<file path="config.mk">
export PLATFORM = sky130hd
export DESIGN_NAME = range_min_max_query_table
export DESIGN_NICKNAME = d
export VERILOG_FILES = /design/src/design/rmq_pkg.sv /design/src/design/rmq_fold_unit.sv /design/src/design/range_min_max_query_table.sv
export SDC_FILE = /design/constraint.sdc
export NUM_CORES = 2
export LEC_CHECK = 0
export ABC_AREA = 1
export BUFFER_PORTS_ARGS = -buffer_cell sky130_fd_sc_hd__buf_4
export CORE_ASPECT_RATIO = 0.7
export CORE_MARGIN = 8
export CORE_UTILIZATION = 40
export DETAILED_ROUTE_END_ITERATION = 8
export SLEW_MARGIN = 20
export SYNTH_ARGS = -nofsm -noshare
export SYNTH_HDL_FRONTEND = slang
export SYNTH_SLANG_ARGS = --single-unit
</file>
<file path="constraint.sdc">
create_clock -name aclk -period 25.4 [get_ports aclk]
set_input_delay 1.27 -clock aclk [delete_from_list [all_inputs] [get_ports aclk]]
set_output_delay 1.27 -clock aclk [all_outputs]
set_load 0.01 [all_outputs]
</file>
<file path="src/design/rmq_pkg.sv">
// Package for the range min/max query table.
// Holds the widths, op codes, the slot entry type and the sequencer states.
// No dependencies.
package rmq_pkg;

    localparam int NUM_SLOTS = 32;
    localparam int SLOT_W    = $clog2(NUM_SLOTS);
    localparam int PRICE_W   = 32;
    localparam int TAG_W     = 16;
    localparam int OP_W      = 2;

    // Op codes of the input transaction; the fourth code is ignored
    localparam logic [OP_W-1:0] OP_ADD    = 2'd0;
    localparam logic [OP_W-1:0] OP_QUERY  = 2'd1;
    localparam logic [OP_W-1:0] OP_CLEAR  = 2'd2;
    localparam logic [OP_W-1:0] OP_UNUSED = 2'd3;

    typedef logic [SLOT_W-1:0]  slot_idx_t;
    typedef logic [PRICE_W-1:0] price_t;
    typedef logic [TAG_W-1:0]   tag_t;

    // Highest and lowest priced entry of a slot (or of a running fold)
    typedef struct packed {
        price_t top_price;
        tag_t   top_tag;
        price_t bot_price;
        tag_t   bot_tag;
    } rmq_entry_t;

    typedef enum logic [1:0] {
        ST_IDLE,
        ST_ADD_FOLD,
        ST_Q_SCAN,
        ST_Q_DONE
    } rmq_state_t;

endpackage

</file>
<file path="src/design/rmq_fold_unit.sv">
// Shared max/min fold unit of the range min/max query table.
// Merges a candidate entry into an accumulated entry; used for adds and queries.
// Depends on rmq_pkg.
module rmq_fold_unit (
    input  rmq_pkg::rmq_entry_t acc,
    input  logic                acc_valid,
    input  rmq_pkg::rmq_entry_t cand,
    input  logic                cand_valid,
    output rmq_pkg::rmq_entry_t res,
    output logic                res_valid
);
    import rmq_pkg::*;

    // Strict compares: on a tie the accumulated (earlier) entry is kept
    always_comb begin
        res       = acc;
        res_valid = acc_valid | cand_valid;
        if (cand_valid) begin
            if (!acc_valid) begin
                res = cand;
            end else begin
                if (cand.top_price > acc.top_price) begin
                    res.top_price = cand.top_price;
                    res.top_tag   = cand.top_tag;
                end
                if (cand.bot_price < acc.bot_price) begin
                    res.bot_price = cand.bot_price;
                    res.bot_tag   = cand.bot_tag;
                end
            end
        end
    end

endmodule

</file>
<file path="src/design/range_min_max_query_table.sv">
// Range min/max query table, top level.
// Slot store, fill bits, scan sequencer and output register; uses rmq_pkg and rmq_fold_unit.
//
// Usage:
//   Input channel s_*: one transaction carries op, slot, price, entry_tag, range_lo
//   and range_hi. An add folds (price, entry_tag) into its slot, keeping the
//   highest and lowest priced entry. A clear empties all slots at once. A query
//   returns one m_* transaction with the highest and lowest priced entries over
//   the filled slots from range_lo to range_hi; found is 0 (other fields 0) when
//   the range is inverted or holds no filled slot. The unused op code is dropped.
//   Timing: s_ready is high only while the sequencer is idle. An add reads the
//   store, then folds and writes back; a clear completes at acceptance. A query
//   walks the slot store one slot per cycle through the shared fold unit from
//   range_lo to range_hi and then registers the result; an inverted range skips
//   the scan. The single read port of the slot store sets that pace.
//   The result sits in an output register, so adds and clears are taken while
//   it waits; a further query finishes its scan and then holds until m_ready
//   frees the register.
//   Reset (aresetn low, synchronous) empties all slots and drops any pending
//   result; no clearing pass is needed.
module range_min_max_query_table (
    input  logic                          aclk,
    input  logic                          aresetn,
    input  logic                          s_valid,
    output logic                          s_ready,
    input  logic [rmq_pkg::OP_W-1:0]      s_op,
    input  logic [rmq_pkg::SLOT_W-1:0]    s_slot,
    input  logic [rmq_pkg::PRICE_W-1:0]   s_price,
    input  logic [rmq_pkg::TAG_W-1:0]     s_entry_tag,
    input  logic [rmq_pkg::SLOT_W-1:0]    s_range_lo,
    input  logic [rmq_pkg::SLOT_W-1:0]    s_range_hi,
    output logic                          m_valid,
    input  logic                          m_ready,
    output logic                          m_found,
    output logic [rmq_pkg::PRICE_W-1:0]   m_max_price,
    output logic [rmq_pkg::TAG_W-1:0]     m_max_tag,
    output logic [rmq_pkg::PRICE_W-1:0]   m_min_price,
    output logic [rmq_pkg::TAG_W-1:0]     m_min_tag
);
    import rmq_pkg::*;

    rmq_state_t             state_reg, state_next;
    logic [NUM_SLOTS-1:0]   filled_reg, filled_next;
    slot_idx_t              idx_reg, idx_next;
    slot_idx_t              hi_reg, hi_next;
    price_t                 price_reg, price_next;
    tag_t                   tag_reg, tag_next;
    rmq_entry_t             acc_reg, acc_next;
    logic                   acc_valid_reg, acc_valid_next;
    logic                   m_valid_reg, m_valid_next;
    logic                   m_found_reg, m_found_next;
    rmq_entry_t             m_res_reg, m_res_next;

    rmq_entry_t             mem [NUM_SLOTS];
    rmq_entry_t             rd_data_reg;
    slot_idx_t              rd_addr;

    rmq_entry_t             fold_acc, fold_cand, fold_res;
    logic                   fold_acc_valid, fold_cand_valid, fold_res_valid;

    logic                   s_xact;
    logic                   out_free;

    assign s_xact   = s_valid && s_ready;
    assign out_free = !m_valid_reg || m_ready;

    // Slot store: one write port, one registered read port
    always_ff @(posedge aclk) begin
        if (state_reg == ST_ADD_FOLD) begin
            mem[idx_reg] <= fold_res;
        end
        rd_data_reg <= mem[rd_addr];
    end

    // Read address: slot or range start at acceptance, next slot while scanning
    always_comb begin
        case (state_reg)
            ST_IDLE:   rd_addr = (s_op == OP_ADD) ? s_slot : s_range_lo;
            ST_Q_SCAN: rd_addr = idx_reg + slot_idx_t'(1);
            default:   rd_addr = idx_reg;
        endcase
    end

    // Fold unit operands: stored slot against new entry, or running result against slot
    always_comb begin
        if (state_reg == ST_ADD_FOLD) begin
            fold_acc        = rd_data_reg;
            fold_acc_valid  = filled_reg[idx_reg];
            fold_cand       = '{top_price: price_reg, top_tag: tag_reg,
                                bot_price: price_reg, bot_tag: tag_reg};
            fold_cand_valid = 1'b1;
        end else begin
            fold_acc        = acc_reg;
            fold_acc_valid  = acc_valid_reg;
            fold_cand       = rd_data_reg;
            fold_cand_valid = filled_reg[idx_reg];
        end
    end

    rmq_fold_unit u_fold (
        .acc        (fold_acc),
        .acc_valid  (fold_acc_valid),
        .cand       (fold_cand),
        .cand_valid (fold_cand_valid),
        .res        (fold_res),
        .res_valid  (fold_res_valid)
    );

    // Next state
    always_comb begin
        state_next = state_reg;
        case (state_reg)
            ST_IDLE: begin
                if (s_xact) begin
                    if (s_op == OP_ADD) begin
                        state_next = ST_ADD_FOLD;
                    end else if (s_op == OP_QUERY) begin
                        state_next = (s_range_lo > s_range_hi) ? ST_Q_DONE : ST_Q_SCAN;
                    end
                end
            end
            ST_ADD_FOLD: state_next = ST_IDLE;
            ST_Q_SCAN: begin
                if (idx_reg == hi_reg) begin
                    state_next = ST_Q_DONE;
                end
            end
            ST_Q_DONE: begin
                if (out_free) begin
                    state_next = ST_IDLE;
                end
            end
            default: state_next = ST_IDLE;
        endcase
    end

    // Datapath and output updates
    always_comb begin
        filled_next    = filled_reg;
        idx_next       = idx_reg;
        hi_next        = hi_reg;
        price_next     = price_reg;
        tag_next       = tag_reg;
        acc_next       = acc_reg;
        acc_valid_next = acc_valid_reg;
        m_found_next   = m_found_reg;
        m_res_next     = m_res_reg;
        m_valid_next   = m_valid_reg && !m_ready;
        case (state_reg)
            ST_IDLE: begin
                if (s_xact) begin
                    price_next     = s_price;
                    tag_next       = s_entry_tag;
                    hi_next        = s_range_hi;
                    acc_next       = '0;
                    acc_valid_next = 1'b0;
                    idx_next       = (s_op == OP_ADD) ? s_slot : s_range_lo;
                    if (s_op == OP_CLEAR) begin
                        filled_next = '0;
                    end
                end
            end
            ST_ADD_FOLD: begin
                filled_next[idx_reg] = 1'b1;
            end
            ST_Q_SCAN: begin
                acc_next       = fold_res;
                acc_valid_next = fold_res_valid;
                idx_next       = idx_reg + slot_idx_t'(1);
            end
            ST_Q_DONE: begin
                if (out_free) begin
                    m_valid_next = 1'b1;
                    m_found_next = acc_valid_reg;
                    m_res_next   = acc_valid_reg ? acc_reg : '0;
                end
            end
            default: begin
            end
        endcase
    end

    // Control registers
    always_ff @(posedge aclk) begin
        if (!aresetn) begin
            state_reg     <= ST_IDLE;
            filled_reg    <= '0;
            m_valid_reg   <= 1'b0;
            acc_valid_reg <= 1'b0;
        end else begin
            state_reg     <= state_next;
            filled_reg    <= filled_next;
            m_valid_reg   <= m_valid_next;
            acc_valid_reg <= acc_valid_next;
        end
    end

    // Payload registers
    always_ff @(posedge aclk) begin
        idx_reg     <= idx_next;
        hi_reg      <= hi_next;
        price_reg   <= price_next;
        tag_reg     <= tag_next;
        acc_reg     <= acc_next;
        m_found_reg <= m_found_next;
        m_res_reg   <= m_res_next;
    end

    assign s_ready     = (state_reg == ST_IDLE);
    assign m_valid     = m_valid_reg;
    assign m_found     = m_found_reg;
    assign m_max_price = m_res_reg.top_price;
    assign m_max_tag   = m_res_reg.top_tag;
    assign m_min_price = m_res_reg.bot_price;
    assign m_min_tag   = m_res_reg.bot_tag;

    // An empty result carries all-zero fields
    a_empty_zero: assert property (@(posedge aclk) disable iff (!aresetn)
        (m_valid_reg && !m_found_reg) |-> (m_res_reg == '0))
        else $error("empty query result has non-zero fields");

    // A found result never has its minimum above its maximum
    a_min_le_max: assert property (@(posedge aclk) disable iff (!aresetn)
        (m_valid_reg && m_found_reg) |-> (m_res_reg.bot_price <= m_res_reg.top_price))
        else $error("query minimum above maximum");

    // A clear empties every slot on the next cycle
    a_clear_all: assert property (@(posedge aclk) disable iff (!aresetn)
        (s_xact && s_op == OP_CLEAR) |=> (filled_reg == '0))
        else $error("clear left a filled slot");

    // The scan pointer never passes the end of the requested range
    a_scan_bounds: assert property (@(posedge aclk) disable iff (!aresetn)
        (state_reg == ST_Q_SCAN) |-> (idx_reg <= hi_reg))
        else $error("scan pointer past end of range");

    // An add leaves its slot filled
    a_add_fills: assert property (@(posedge aclk) disable iff (!aresetn)
        (state_reg == ST_ADD_FOLD) |=> filled_reg[$past(idx_reg)])
        else $error("add did not mark slot filled");

endmodule
</file>
# Word-level counts from Yosys, hierarchy flattened
# Memory sizes are Yosys's and may differ from the RTL's. A register that Yosys moved wholly into a read port is not among the register bits.
# Index checks and enable logic that the tools add are counted.
# Widths: inputs -> output; s select.
# totals
inputBits	69
output_inout_bits	99
n_memories	1
word_cells	86
reg_bits	287
rom_bits	0
mem_bits_rw	3072
latchBits	0
# op_classes
reduce_logical	15
order_cmp	5
bitwise	2
muxes	34
mul	0
addsub	1
eq_ne	11
shift	0
div_mod_pow	0
# memory_table
memory	depth	word_bits	rd	rd_clocked_by_memory_dff	write_ports	line_no	text
mem	32	96	1	1	1	range_min_max_query_table.sv:54	rmq_entry_t mem [NUM_SLOTS];
# op_table
operator	n
$mux 96	5
$pmux 96 s2	1
$mux 48	2
$mux 32	2
$pmux 32 s2	1
$gt 32x32->1	1
$lt 32x32->1	1
$or 32x32->32	1
$pmux 5 s2	2
$mux 1	10
$mux 2	5
$mux 5	2
$pmux 2 s4	1
$eq 2x2->1 const B	3
$lt 5x6->1 const B	1
$reduce_and 2->1	3
$add 5x1->5 const B	1
$bmux 1 s5	1
$demux 1 s5	1
$eq 5x5->1	1
$ge 5x1->1 const B	1
$gt 5x5->1	1
$eq 2x1->1 const B	2
$logic_not 2->1	2
11 further kinds	17

# Longest topological paths before layout
# logic_depth
word_depth	7
mapped_depth	26
mapped_depth_nobuf	21

# Hierarchy
# Synthesis repeated with hierarchy kept, for this count alone.
# hier_totals
hier_cells	12592
area_unflattened_um2	144626.2
# modules_own_cells
mod	seq_area_each_um2	n_inst	cells_each	area_each_um2
range_min_max_query_table	102428.2	1	11997	141474.4
rmq_fold_unit	0.0	1	595	3151.8

# Worst setup path after synthesis
# OpenSTA, ideal clock, no wires.
# synth_path
kind	reg2reg
from	reg idx_reg[0]
to	mem mem[30][0] in the netlist's numbering (enable)
path_buffers	3
required_ns	24.732
setup_ns	0.668
stages_incl_launch_ff	8
synth_period_minus_slack_ns	8.694
setup_slack_ns	16.706
arrival_ns	8.025
cell_sequence	edfxtp_1 buf_4 inv_1 buf_2 ha_1 buf_1 clkinv_1 nor3_1
# synth_rtl
item	line_no	text
from (decl)	range_min_max_query_table.sv:44	slot_idx_t idx_reg, idx_next;
from (signal assigned)	range_min_max_query_table.sv:200	idx_reg <= idx_next;
to (decl)	range_min_max_query_table.sv:54	
# No word-level cell before the write port.

==> impl_metrics.json <==
{
  "tns_ps": 0,
  "maxSlewHeadroom": 0.07265,
  "antenna_found_initial": 16,
  "stdcell_area_um2": 156700,
  "p_leak_nw": 52.73,
  "die_w_um": 723.2,
  "synth_nets": 11164,
  "cts.sinks": 3455,
  "cts_buffer_depth": 4,
  "min_period_ps": 7966,
  "p_sw_frac": 0.3891,
  "synth_fa_ha_area_frac": 0.006432,
  "finalPower_mw": 22.09,
  "cts_setup_buffers": 0,
  "postSynthCellCount": 11023,
  "drt_iter0_drc": 13176,
  "cts_resized": 0,
  "grt_max_degree": 290,
  "route.vias.total": 93179,
  "gr-total-overflow": 0,
  "vias_per_cell": 5.858,
  "combPwrFrac": 0.359,
  "synth_cell_types": 50,
  "insertion_delay_ps": 910,
  "synth.area.top_cells": "edfxtp_1 (71%), o21ai_0 (5.0%), nand2_1 (3.4%)",
  "hold_buffers": 0,
  "finalMaxSlewViolations": 0,
  "die_h_um": 511.1,
  "status": "finished clean",
  "worst_slew_pin_slew_ps": 1391,
  "place_area_um2": 145800,
  "numPortBuffers": 167,
  "nets": 11099,
  "cp_slowest_cell": "buf_4",
  "drt_pass1_iterations": 6,
  "end_kind": "flip-flop",
  "antenna_left": 0,
  "ys.warnings.count": 0,
  "drc_errors": 0,
  "critical_path_class": "flip-flop to flip-flop",
  "dp_hpwl_um": 225300,
  "synth-async-reset-ratio": 0,
  "start_util": 0.4026,
  "cts_tree": "built",
  "fin_skew_ps": 80.40,
  "finalSetupViolCount": 0,
  "clock_power_share": 0.226,
  "grt_pass1_wl_um": 640100,
  "synth_common_cells": "edfxtp_1 (3323), o21ai_0 (1404), nand2_1 (1271), nor2_1 (1011), nand3_1 (587)",
  "reg2reg_slack_ps": 17430,
  "drt-total-wl_um": 455400,
  "wire_per_inst_um": 28.63,
  "max_freq_mhz": 125.5,
  "area_delta_synth_final_pct": 11.91,
  "synth_edf_count": 3323,
  "worst-path-buf-inv": 6,
  "netlist_area_um2": 140100,
  "power_frac_seq": 0.415,
  "yosysTopAreaCell": "edfxtp_1",
  "synth_top_family_by_area": "simple AND/OR/NAND/NOR gates",
  "grt_usage": 0.2361,
  "largest_reg_flops": 3072,
  "yosysTopAreaCellShare": 0.7125,
  "pre_cts_ws_ps": 17680,
  "cts_root_buf": "clkbuf_16",
  "synth_compound_area_frac": 0.1051,
  "start_kind": "flip-flop",
  "rsz0062_at_grt": "no",
  "synth-simple-area-share": 0.1163,
  "slowest_delay_ps": 690,
  "layout-drive-gt1-share": 0.1099,
  "pwr_density_cell_nw_per_um2": 140.9,
  "core_area_um2": 347900,
  "synth_xor_area_frac": 0.0001251,
  "die-area_um2": 369600,
  "final_util": 0.4506,
  "hold_class": "flip-flop to flip-flop",
  "design.portCount": 168,
  "switchingPower_mw": 8.595,
  "gp_congestion": 0.8266,
  "rows": 181,
  "postSynthAreaPerCell_um2": 12.71,
  "critPathMaxFanout": 54,
  "yosys-mux-area-fraction": 0.004145,
  "arrival_ps": 8540,
  "crit_family": "simple AND/OR/NAND/NOR gates",
  "maxCapViolations": 0,
  "cpMostUsedCell": "nand2_1",
  "clkTransAtPathRegs_ps": 60,
  "htree_levels": 5,
  "min_period_over_period": 0.3136,
  "ys_seq_area_frac": 0.7314,
  "ir_worst_vdd_mv": 0.1235,
  "required_ps": 25980,
  "synth_top_flop_cell": "edfxtp_1",
  "ys_ff_latch": 3455,
  "cts_buffers": 338,
  "grt_pass1_vias": 86364,
  "hold_violations": 0,
  "synth.most_common_cell": "edfxtp_1",
  "crit_chain": "nand2_4 -> inv_6 -> buf_4 -> buf_4 -> nand2_1 -> o21ai_0 -> ha_1 -> nand2_1 -> inv_1 -> nand2_1 -> a31oi_1 -> nor2_1 -> nand2_1 -> nand2_1 -> nand2_1 -> nand2_4 -> nand2_4 -> buf_4 -> nand2_1 -> nand2_1 -> inv_1",
  "intPower_mw": 13.50,
  "fin_ws_ps": 17430
}
## area by class of cell
type,count,area [um2]
clock buffers,462,9464
inverters,464,1798
well taps,4666,5838
clock inverters,153,1424
fillers,30860,191100
flip-flops and latches,3455,102400
diodes,6,15.01
repair buffers,355,2957
multi-input cells,6344,32800
## worst reg2reg max path: stages, from the launching register on
cell	delay [ps]
dfxtp_1	650
nand2_4	430
inv_6	510
buf_4	650
buf_4	700
nand2_1	460
o21ai_0	250
ha_1	300
nand2_1	70
inv_1	70
nand2_1	70
a31oi_1	80
nor2_1	540
nand2_1	210
nand2_1	90
nand2_1	90
nand2_4	420
nand2_4	520
buf_4	490
nand2_1	200
nand2_1	180
inv_1	650
## through the flow
step           cells  hold WS, ps
6_report       15905        453.2
5_1_grt        15900        470.7
4_1_cts        15899        453.2
3_5_place_dp   15284        443.6
3_3_place_gp   15284        436.6
2_1_floorplan  11023        406.4
## worst paths after layout
path / cells after the start / start / end
setup reg to reg: 21 / state_reg[0] / mem[4][46]
hold reg to reg: 2 / filled_reg[27] / filled_reg[27]
setup / recovery: 21 / state_reg[0] / mem[4][46]
hold / removal: 2 / filled_reg[27] / filled_reg[27]
## metal layers
layer / up-vias / global-route usage / wire length (um)
li1: 40019 / - / -
met1: 46825 / 0.3302 / 182200
met2: 5340 / 0.3699 / 207100
met3: 993 / 0.04234 / 46950
met4: 2 / 0.08537 / 19120
met5: - / 0 / 17
## cell families (layout without fill, tap and decap cells)
group                    Yosys count  in the layout
adder cells (fa/ha/maj)           72             72
flip-flops                      3455           3455
multiplexers                      58             58
other                              0              6
buffers and inverters           1224           1434
AND/OR/NAND/NOR                 3634           3634
AO/OA/AOI/OAI                   2578           2578
XOR/XNOR                           2              2
## power groups by stage
stage	clock network, mW	logic [mW]	registers [mW]
floorplan	0	5.12	9.07
global placement	0	7.53	9.27
detailed placement	0	7.77	9.28
CTS	5.05	7.80	9.16
global route	5.26	8.63	9.19
finish	5.00	7.93	9.16
## layout by cell type (no fill, tap or decap), types with 12 or more instances in the layout
cell,synthesis,routed
a21oi_1,75,73
buf_12,0,23
buf_4,43,331
bufinv_16,0,23
clkbuf_1,514,79
clkbuf_16,0,346
clkbuf_8,0,37
clkinv_1,5,48
clkinv_2,0,53
clkinvlp_4,0,12
dfxtp_1,132,131
edfxtp_1,3323,3323
ha_1,72,72
inv_1,451,450
inv_6,1,14
mux2i_1,58,58
nand2_1,1271,1263
nand3_1,587,587
nand3b_1,28,28
nor2_1,1011,1009
nor3_2,0,31
o211ai_1,251,251
o21ai_0,1404,1404
o21ai_1,161,160
o221ai_1,42,41
o22ai_1,566,566
o32ai_1,50,50
or2_0,353,353
or2_1,21,21
or2_2,314,314
No activity file was read; power rests on OpenSTA's default activity.
